--- src/design/gfd_pkg.sv ---
package gfd_pkg;

    localparam logic [7:0] START_BYTE = 8'h3E;

    localparam logic [2:0] ST_DROP = 3'd0;
    localparam logic [2:0] ST_HDR  = 3'd1;
    localparam logic [2:0] ST_DATA = 3'd2;
    localparam logic [2:0] ST_OK   = 3'd3;
    localparam logic [2:0] ST_HERR = 3'd4;
    localparam logic [2:0] ST_BERR = 3'd5;

    typedef enum logic [2:0] {
        PH_HUNT = 3'd0,
        PH_CMD  = 3'd1,
        PH_LEN  = 3'd2,
        PH_HCHK = 3'd3,
        PH_BODY = 3'd4,
        PH_BCHK = 3'd5
    } t_phase;

    typedef struct packed {
        logic [2:0] status;
        logic [7:0] payload_byte;
        logic [7:0] payload_index;
        logic [7:0] command_id;
        logic [7:0] payload_length;
    } t_result;

endpackage

--- src/design/gfd_if.sv ---
interface gfd_in_if;
    logic       valid;
    logic       ready;
    logic [7:0] rx_byte;

    modport source (output valid, output rx_byte, input ready);
    modport sink (input valid, input rx_byte, output ready);
endinterface

interface gfd_out_if;
    import gfd_pkg::*;

    logic    valid;
    logic    ready;
    t_result data;

    modport source (output valid, output data, input ready);
    modport sink (input valid, input data, output ready);
endinterface

--- src/design/gfd_parser.sv ---
module gfd_parser (
    input  logic             i_clk,
    input  logic             i_rst_n,
    input  logic             i_step,
    input  logic [7:0]       i_byte,
    output gfd_pkg::t_result o_res
);
    import gfd_pkg::*;

    t_phase     r_phase;
    t_phase     n_phase;
    logic [7:0] r_cmd;
    logic [7:0] n_cmd;
    logic [7:0] r_len;
    logic [7:0] n_len;
    logic [7:0] r_seen;
    logic [7:0] n_seen;
    logic [7:0] r_sum;
    logic [7:0] n_sum;
    logic [7:0] w_seen_inc;
    logic       w_hdr_ok;

    assign w_seen_inc = r_seen + 8'd1;
    assign w_hdr_ok   = (i_byte == (r_cmd + r_len));

    always_ff @(posedge i_clk) begin
        if (!i_rst_n) begin
            r_phase <= PH_HUNT;
            r_cmd   <= '0;
            r_len   <= '0;
            r_seen  <= '0;
            r_sum   <= '0;
        end else if (i_step) begin
            r_phase <= n_phase;
            r_cmd   <= n_cmd;
            r_len   <= n_len;
            r_seen  <= n_seen;
            r_sum   <= n_sum;
        end
    end

    always_comb begin
        unique case (r_phase)
            PH_CMD:  n_phase = PH_LEN;
            PH_LEN:  n_phase = PH_HCHK;
            PH_HCHK: begin
                if (!w_hdr_ok) begin
                    n_phase = PH_HUNT;
                end else if (r_len == 8'd0) begin
                    n_phase = PH_BCHK;
                end else begin
                    n_phase = PH_BODY;
                end
            end
            PH_BODY: n_phase = (w_seen_inc == r_len) ? PH_BCHK : PH_BODY;
            PH_BCHK: n_phase = PH_HUNT;
            default: n_phase = (i_byte == START_BYTE) ? PH_CMD : PH_HUNT;
        endcase
    end

    always_comb begin
        n_cmd  = r_cmd;
        n_len  = r_len;
        n_seen = r_seen;
        n_sum  = r_sum;
        o_res.status        = ST_DROP;
        o_res.payload_byte  = '0;
        o_res.payload_index = '0;
        unique case (r_phase)
            PH_CMD: begin
                n_cmd        = i_byte;
                o_res.status = ST_HDR;
            end
            PH_LEN: begin
                n_len        = i_byte;
                o_res.status = ST_HDR;
            end
            PH_HCHK: begin
                if (w_hdr_ok) begin
                    o_res.status = ST_HDR;
                    n_seen       = '0;
                    n_sum        = '0;
                end else begin
                    o_res.status = ST_HERR;
                end
            end
            PH_BODY: begin
                o_res.status        = ST_DATA;
                o_res.payload_byte  = i_byte;
                o_res.payload_index = r_seen;
                n_sum               = r_sum + i_byte;
                n_seen              = w_seen_inc;
            end
            PH_BCHK: begin
                o_res.status = (i_byte == r_sum) ? ST_OK : ST_BERR;
            end
            default: begin
                if (i_byte == START_BYTE) begin
                    n_cmd        = '0;
                    n_len        = '0;
                    n_seen       = '0;
                    n_sum        = '0;
                    o_res.status = ST_HDR;
                end
            end
        endcase
        o_res.command_id     = (o_res.status == ST_DROP) ? 8'd0 : n_cmd;
        o_res.payload_length = (o_res.status == ST_DROP) ? 8'd0 : n_len;
    end

    a_body_bound: assert property (@(posedge i_clk) disable iff (!i_rst_n)
        r_phase == PH_BODY |-> r_seen < r_len)
        else $error("payload count reached declared length inside body");

    a_index_bound: assert property (@(posedge i_clk) disable iff (!i_rst_n)
        (i_step && o_res.status == ST_DATA) |-> o_res.payload_index < o_res.payload_length)
        else $error("payload index outside declared length");

    a_err_hunt: assert property (@(posedge i_clk) disable iff (!i_rst_n)
        (i_step && (o_res.status == ST_HERR || o_res.status == ST_BERR
                    || o_res.status == ST_OK)) |=> r_phase == PH_HUNT)
        else $error("frame end did not return to hunting");

    a_hdr_clear: assert property (@(posedge i_clk) disable iff (!i_rst_n)
        (i_step && r_phase == PH_HCHK && o_res.status == ST_HDR)
        |=> (r_seen == 8'd0 && r_sum == 8'd0))
        else $error("body counters not cleared after good header");

endmodule

--- src/design/gimbal_frame_deframer_top.sv ---
// Byte-serial frame parser: hunts for the start byte '>', checks the command/length header
// against its additive checksum, forwards each payload byte with its index and checks the
// mod-256 body checksum. Every input beat yields exactly one result beat carrying a status
// code. One beat is taken per clock cycle while the output is not stalled; the path has two
// register stages, the input register and the result register: a beat accepted into the
// input register moves into the result register when the output is free, with the whole
// per-byte phase and checksum update done combinationally between them. Output backpressure
// stalls both registers, and input ready follows output ready combinationally.
module gimbal_frame_deframer_top (
    input logic       i_clk,
    input logic       i_rst_n,
    gfd_in_if.sink    i_rx,
    gfd_out_if.source o_res
);
    import gfd_pkg::*;

    logic       r_in_valid;
    logic [7:0] r_in_byte;
    logic       r_out_valid;
    t_result    r_out_data;
    t_result    res;
    logic       out_free;
    logic       step;

    assign out_free   = !r_out_valid || o_res.ready;
    assign step       = r_in_valid && out_free;
    assign i_rx.ready = !r_in_valid || step;

    always_ff @(posedge i_clk) begin
        if (!i_rst_n) begin
            r_in_valid <= 1'b0;
        end else if (i_rx.ready) begin
            r_in_valid <= i_rx.valid;
        end
    end

    always_ff @(posedge i_clk) begin
        if (i_rx.valid && i_rx.ready) begin
            r_in_byte <= i_rx.rx_byte;
        end
    end

    gfd_parser u_parser (
        .i_clk   (i_clk),
        .i_rst_n (i_rst_n),
        .i_step  (step),
        .i_byte  (r_in_byte),
        .o_res   (res)
    );

    always_ff @(posedge i_clk) begin
        if (!i_rst_n) begin
            r_out_valid <= 1'b0;
        end else if (out_free) begin
            r_out_valid <= r_in_valid;
        end
    end

    always_ff @(posedge i_clk) begin
        if (step) begin
            r_out_data <= res;
        end
    end

    assign o_res.valid = r_out_valid;
    assign o_res.data  = r_out_data;

endmodule

--- src/flat_wrapper.sv ---
// flat-port wrapper written by rule: the top's interface ports become plain ports
module gimbal_frame_deframer_top_flat import gfd_pkg::*;
  (i_clk, i_rst_n, i_rx_valid, i_rx_rx_byte, i_rx_ready, o_res_valid, o_res_data, o_res_ready);
  gfd_in_if i_rx_i ();
  gfd_out_if o_res_i ();
  input logic i_clk;
  input logic i_rst_n;
  input wire logic [$bits(i_rx_i.valid)-1:0] i_rx_valid;
  input wire logic [$bits(i_rx_i.rx_byte)-1:0] i_rx_rx_byte;
  output wire logic [$bits(i_rx_i.ready)-1:0] i_rx_ready;
  output wire logic [$bits(o_res_i.valid)-1:0] o_res_valid;
  output wire logic [$bits(o_res_i.data)-1:0] o_res_data;
  input wire logic [$bits(o_res_i.ready)-1:0] o_res_ready;
  assign i_rx_i.valid = i_rx_valid;
  assign i_rx_i.rx_byte = i_rx_rx_byte;
  assign i_rx_ready = i_rx_i.ready;
  assign o_res_valid = o_res_i.valid;
  assign o_res_data = o_res_i.data;
  assign o_res_i.ready = o_res_ready;
  gimbal_frame_deframer_top u_core (.i_clk(i_clk), .i_rst_n(i_rst_n), .i_rx(i_rx_i), .o_res(o_res_i));
endmodule
--- config.mk ---
export PLATFORM = sky130hd
export DESIGN_NAME = gimbal_frame_deframer_top_flat
export DESIGN_NICKNAME = d
export VERILOG_FILES = /design/src/design/gfd_pkg.sv /design/src/design/gfd_if.sv /design/src/design/gfd_parser.sv /design/src/design/gimbal_frame_deframer_top.sv /design/src/flat_wrapper.sv
export SDC_FILE = /design/constraint.sdc
export NUM_CORES = 1
export LEC_CHECK = 0
export ABC_CLOCK_PERIOD_IN_PS = 4200
export BUFFER_PORTS_ARGS = -buffer_cell sky130_fd_sc_hd__buf_2
export CELL_PAD_IN_SITES_DETAIL_PLACEMENT = 2
export CELL_PAD_IN_SITES_GLOBAL_PLACEMENT = 2
export CORE_ASPECT_RATIO = 1.5
export CORE_MARGIN = 5
export CORE_UTILIZATION = 40
export DETAILED_ROUTE_END_ITERATION = 16
export GPL_TIMING_DRIVEN = 0
export PLACE_DENSITY = 0.95
export SYNTH_ARGS = -nofsm -noshare
export SYNTH_HDL_FRONTEND = slang
export SYNTH_SLANG_ARGS = --single-unit
--- constraint.sdc ---
create_clock -name i_clk -period 4.2 [get_ports i_clk]
set_input_delay 0.21 -clock i_clk [delete_from_list [all_inputs] [get_ports i_clk]]
set_output_delay 0.21 -clock i_clk [all_outputs]
set_load 0.05 [all_outputs]
==> results_dict.tcl <==
set metrics [dict create \
    dp_hpwl_mm 9.89 \
    status "finished clean" \
    cts_buffers 9 \
    n_antenna_cell 0 \
    p_sw_uw 447 \
    synth.distinct_cells 48 \
    cts_setup_buffers 0 \
    multi_input_area_um2 2020 \
    cp_slowest_cell "o31ai_4" \
    synth_edf_count 43 \
    areaGrowthSynthToFinish_pct 16.5 \
    finalNonFillerCells 631 \
    end_kind "flop" \
    worst_slew_pin_slew_ps 920 \
    ys_top_cells_by_count "nor2_1 (55), edfxtp_1 (43), dfxtp_1 (37)" \
    holdBufCountCts 0 \
    rsz0062_at_grt "false" \
    cts_tree "yes" \
    ys_top_cells_by_area "edfxtp_1 (31%), dfxtp_1 (18%), a22oi_1 (5.7%)" \
    min_period_ps 3450 \
    slowest_delay_ps 500 \
    crit_top_cell "a211oi_1" \
    grt_max_degree 45 \
    syn_area_um2 4180 \
    clock_latency_ps 350 \
    track_usage_pct 23.2 \
    gp_congestion 0.845 \
    drc 0 \
    hold_violations 0 \
    clk_pin_slew_ps 60 \
    nNetsFinal 515 \
    p_seq_share_pct 48.9 \
    ant_nets 0 \
    finalSetupViolations 0 \
    cp_max_fo 10 \
    clk_path_buf_depth 2 \
    start_util_pct 41.0 \
    hp-start "i_rx_rx_byte[4]" \
    wl_met1_mm 5.50 \
    grt-ovfl-total 0 \
    maxCapViolCount 0 \
    swShare_pct 25.4 \
    leakagePower_uw 0.00186 \
    period_share_pct 82.1 \
    ys_seq_area_share_pct 48.6 \
    drt_iter0_drc 144 \
    worstPathRequired_ps 4440 \
    p_per_area_nw_per_um2 362 \
    rr_worst_depth 10 \
    timing.rr.end "u_core.u_parser.r_sum[1]" \
    cp_num_buf_inv 1 \
    max_freq_mhz 290 \
    cts.sinks 80 \
    portBuffers 47 \
    cp.arrival_ps 3690 \
    dominantRegCellSynth "edfxtp_1" \
    power.internal_uw 1320 \
    yosysTopAreaCell "edfxtp_1" \
    worstReg2RegStart "u_core.u_parser.r_len[0]" \
    dr_wl_met3_um 564 \
    ys_seq_elements 80 \
    hold_end "u_core.r_in_byte[4]" \
    worstHoldPathCells 1 \
    antenna_found_initial 0 \
    ff_latch_area_um2 2030 \
    syn_inst 427 \
    hp-class "input pin to flop" \
    finalSetupTns_ps 0 \
    die_y_um 135 \
    top_layer_used "met4" \
    dpl_cell_area_um2 4590 \
    place_inst 615 \
    synth.net_count 457 \
    p_comb_share_pct 9.4 \
    drtPass1Iterations 5 \
    synth.most_common_cell "nor2_1" \
    synth_area_per_cell_um2 9.80 \
    via_per_inst 5.90 \
    grt_pass1_wl_mm 22.2 \
    dr_total_vias 3723 \
    n_fill_cell 1100 \
    critPathLaunchType "flop" \
    root_buffer "clkbuf_16" \
    reg2reg_slack_ps 750 \
    ioPinCount 49 \
    std_cell_rows 45 \
    cts_resized 0 \
    fp.dieArea_um2 12600 \
    power.share.clock_pct 41.7 \
    grt_pass1_vias 4116 \
    route.met2.wl_mm 7.40 \
    max_slew_margin_pct 38.2 \
    cp_cell_sequence "ha_1 > fa_1 > a211oi_1 > o21bai_1 > a211oi_1 > o211ai_1 > o31ai_4 > buf_2 > nand4_1 > o21ai_0" \
    postLayoutCellArea_um2 4870 \
    yosysWarnings 0 \
    path_depth 10 \
    clock_skew_ps 8.48 \
    drive_gt1_share_pct 14.5 \
    drv_slew 0 \
    ir_worst_vdd_mv 0.218 \
    fp.dieW_um 93.5 \
    core_area_um2 10200 \
    wirelength_mm 14.1 \
    worstSetupPathType "flop to flop" \
    h-tree-depth 3 \
    crit_family "compound AO/OA/AOI/OAI gates" \
    yosys.area.top_type_share_pct 30.9 \
    synthArstFlopShare_pct 0 \
    routedWlPerCell_um 22.3 \
]
-- cell families (layout without fill, tap and decap cells) --
family	Yosys count	after routing	share of synthesized area [%]
buffers and inverters	34	97	3.23
XOR/XNOR	26	26	5.44
adder cells (fa/ha/maj)	18	18	5.74
AO/OA/AOI/OAI	107	107	17.6
AND/OR/NAND/NOR	159	159	18.6
flip-flops	80	80	48.6
multiplexers	3	3	0.718
-- layout make-up --
class,instances,area share (%)
Sequential cell,80,41.7
Tap cell,141,3.62
Timing Repair Buffer,47,4.83
Multi-Input combinational cell,313,41.4
Clock buffer,13,5.34
Clock inverter,3,0.360
Inverter,6,0.462
Buffer,28,2.31
-- metrics by stage --
step / hold slack, ps / util (%) / setup WS (ps) / power (uW)
floorplan: 309 / - / 1290 / 990
global placement: 389 / 45.1 / 968 / 1030
detailed placement: 389 / 45.1 / 665 / 1040
CTS: 31.0 / 47.8 / 589 / 1770
global route: 29.9 / 47.8 / 571 / 1820
finish: 40.3 / 47.8 / 752 / 1760
-- worst max path at each step --
stage                                   startpoint                   endpoint  slack (ps)
after global routing      u_core.u_parser.r_len[0]   u_core.u_parser.r_sum[1]         570
after detailed placement        u_core.o_res.valid   u_core.u_parser.r_sum[1]         660
final                     u_core.u_parser.r_len[0]   u_core.u_parser.r_sum[1]         750
after CTS                       u_core.o_res.valid   u_core.u_parser.r_sum[1]         590
after global placement          u_core.o_res.valid  u_core.u_parser.r_seen[5]         970
after floorplan                 u_core.o_res.valid  u_core.u_parser.r_seen[5]        1290
-- power groups by stage --
| stage | sequential (uW) | clock [uW] | combinational (uW) |
|---|---|---|---|
| detailed placement | 879 | 0 | 163 |
| CTS | 863 | 747 | 165 |
| global placement | 877 | 0 | 156 |
| finish | 862 | 736 | 165 |
| global route | 863 | 785 | 176 |
| floorplan | 920 | 0 | 69.6 |
-- per-layer routing --
layer / up-vias / global-route usage [%]
met5: - / 0
met4: 0 / 13.9
met3: 45 / 3.39
met2: 103 / 41.3
met1: 1872 / 25.5
li1: 1703 / -
-- state kept, by name, indices dropped and copies added, names as in the netlist --
| signal | cells |
|---|---|
| u_core.o_res.data | 35 |
| u_core.r_in_byte | 8 |
| u_core.u_parser.r_cmd | 8 |
| u_core.u_parser.r_len | 8 |
| u_core.u_parser.r_seen | 8 |
| u_core.u_parser.r_sum | 8 |
| u_core.u_parser.r_phase | 3 |
| u_core.o_res.valid | 1 |
| u_core.r_in_valid | 1 |
-- cells in the final DEF, fill, tap and decap left out, types with 3 or more instances in the layout --
cell        n
clkbuf_16   9
mux2i_1     3
nand2b_1    5
and3_1     20
o211ai_1    4
xnor2_1    18
a211oi_1    3
clkbuf_1   24
nand4_1     9
o211a_1     4
o311ai_0    3
a21oi_1    19
ha_1       16
a21o_1      3
nor2_1     55
xor2_1      8
nor3_1     15
buf_2      53
o21ai_0    21
nor2b_1     3
inv_1       4
and2_1      5
dfxtp_1    37
nand2_1    27
a31oi_1     3
a22oi_1    32
nand3_1     8
edfxtp_1   43
a41o_1      3
-- worst register-to-register path, cell delays in order (launching register included) --
cell	delay [ps]
dfxtp_1	400
ha_1	290
fa_1	480
a211oi_1	360
o21bai_1	150
a211oi_1	260
o211ai_1	260
o31ai_4	510
buf_2	340
nand4_1	150
o21ai_0	160
Power figures use the tool's default switching activity.
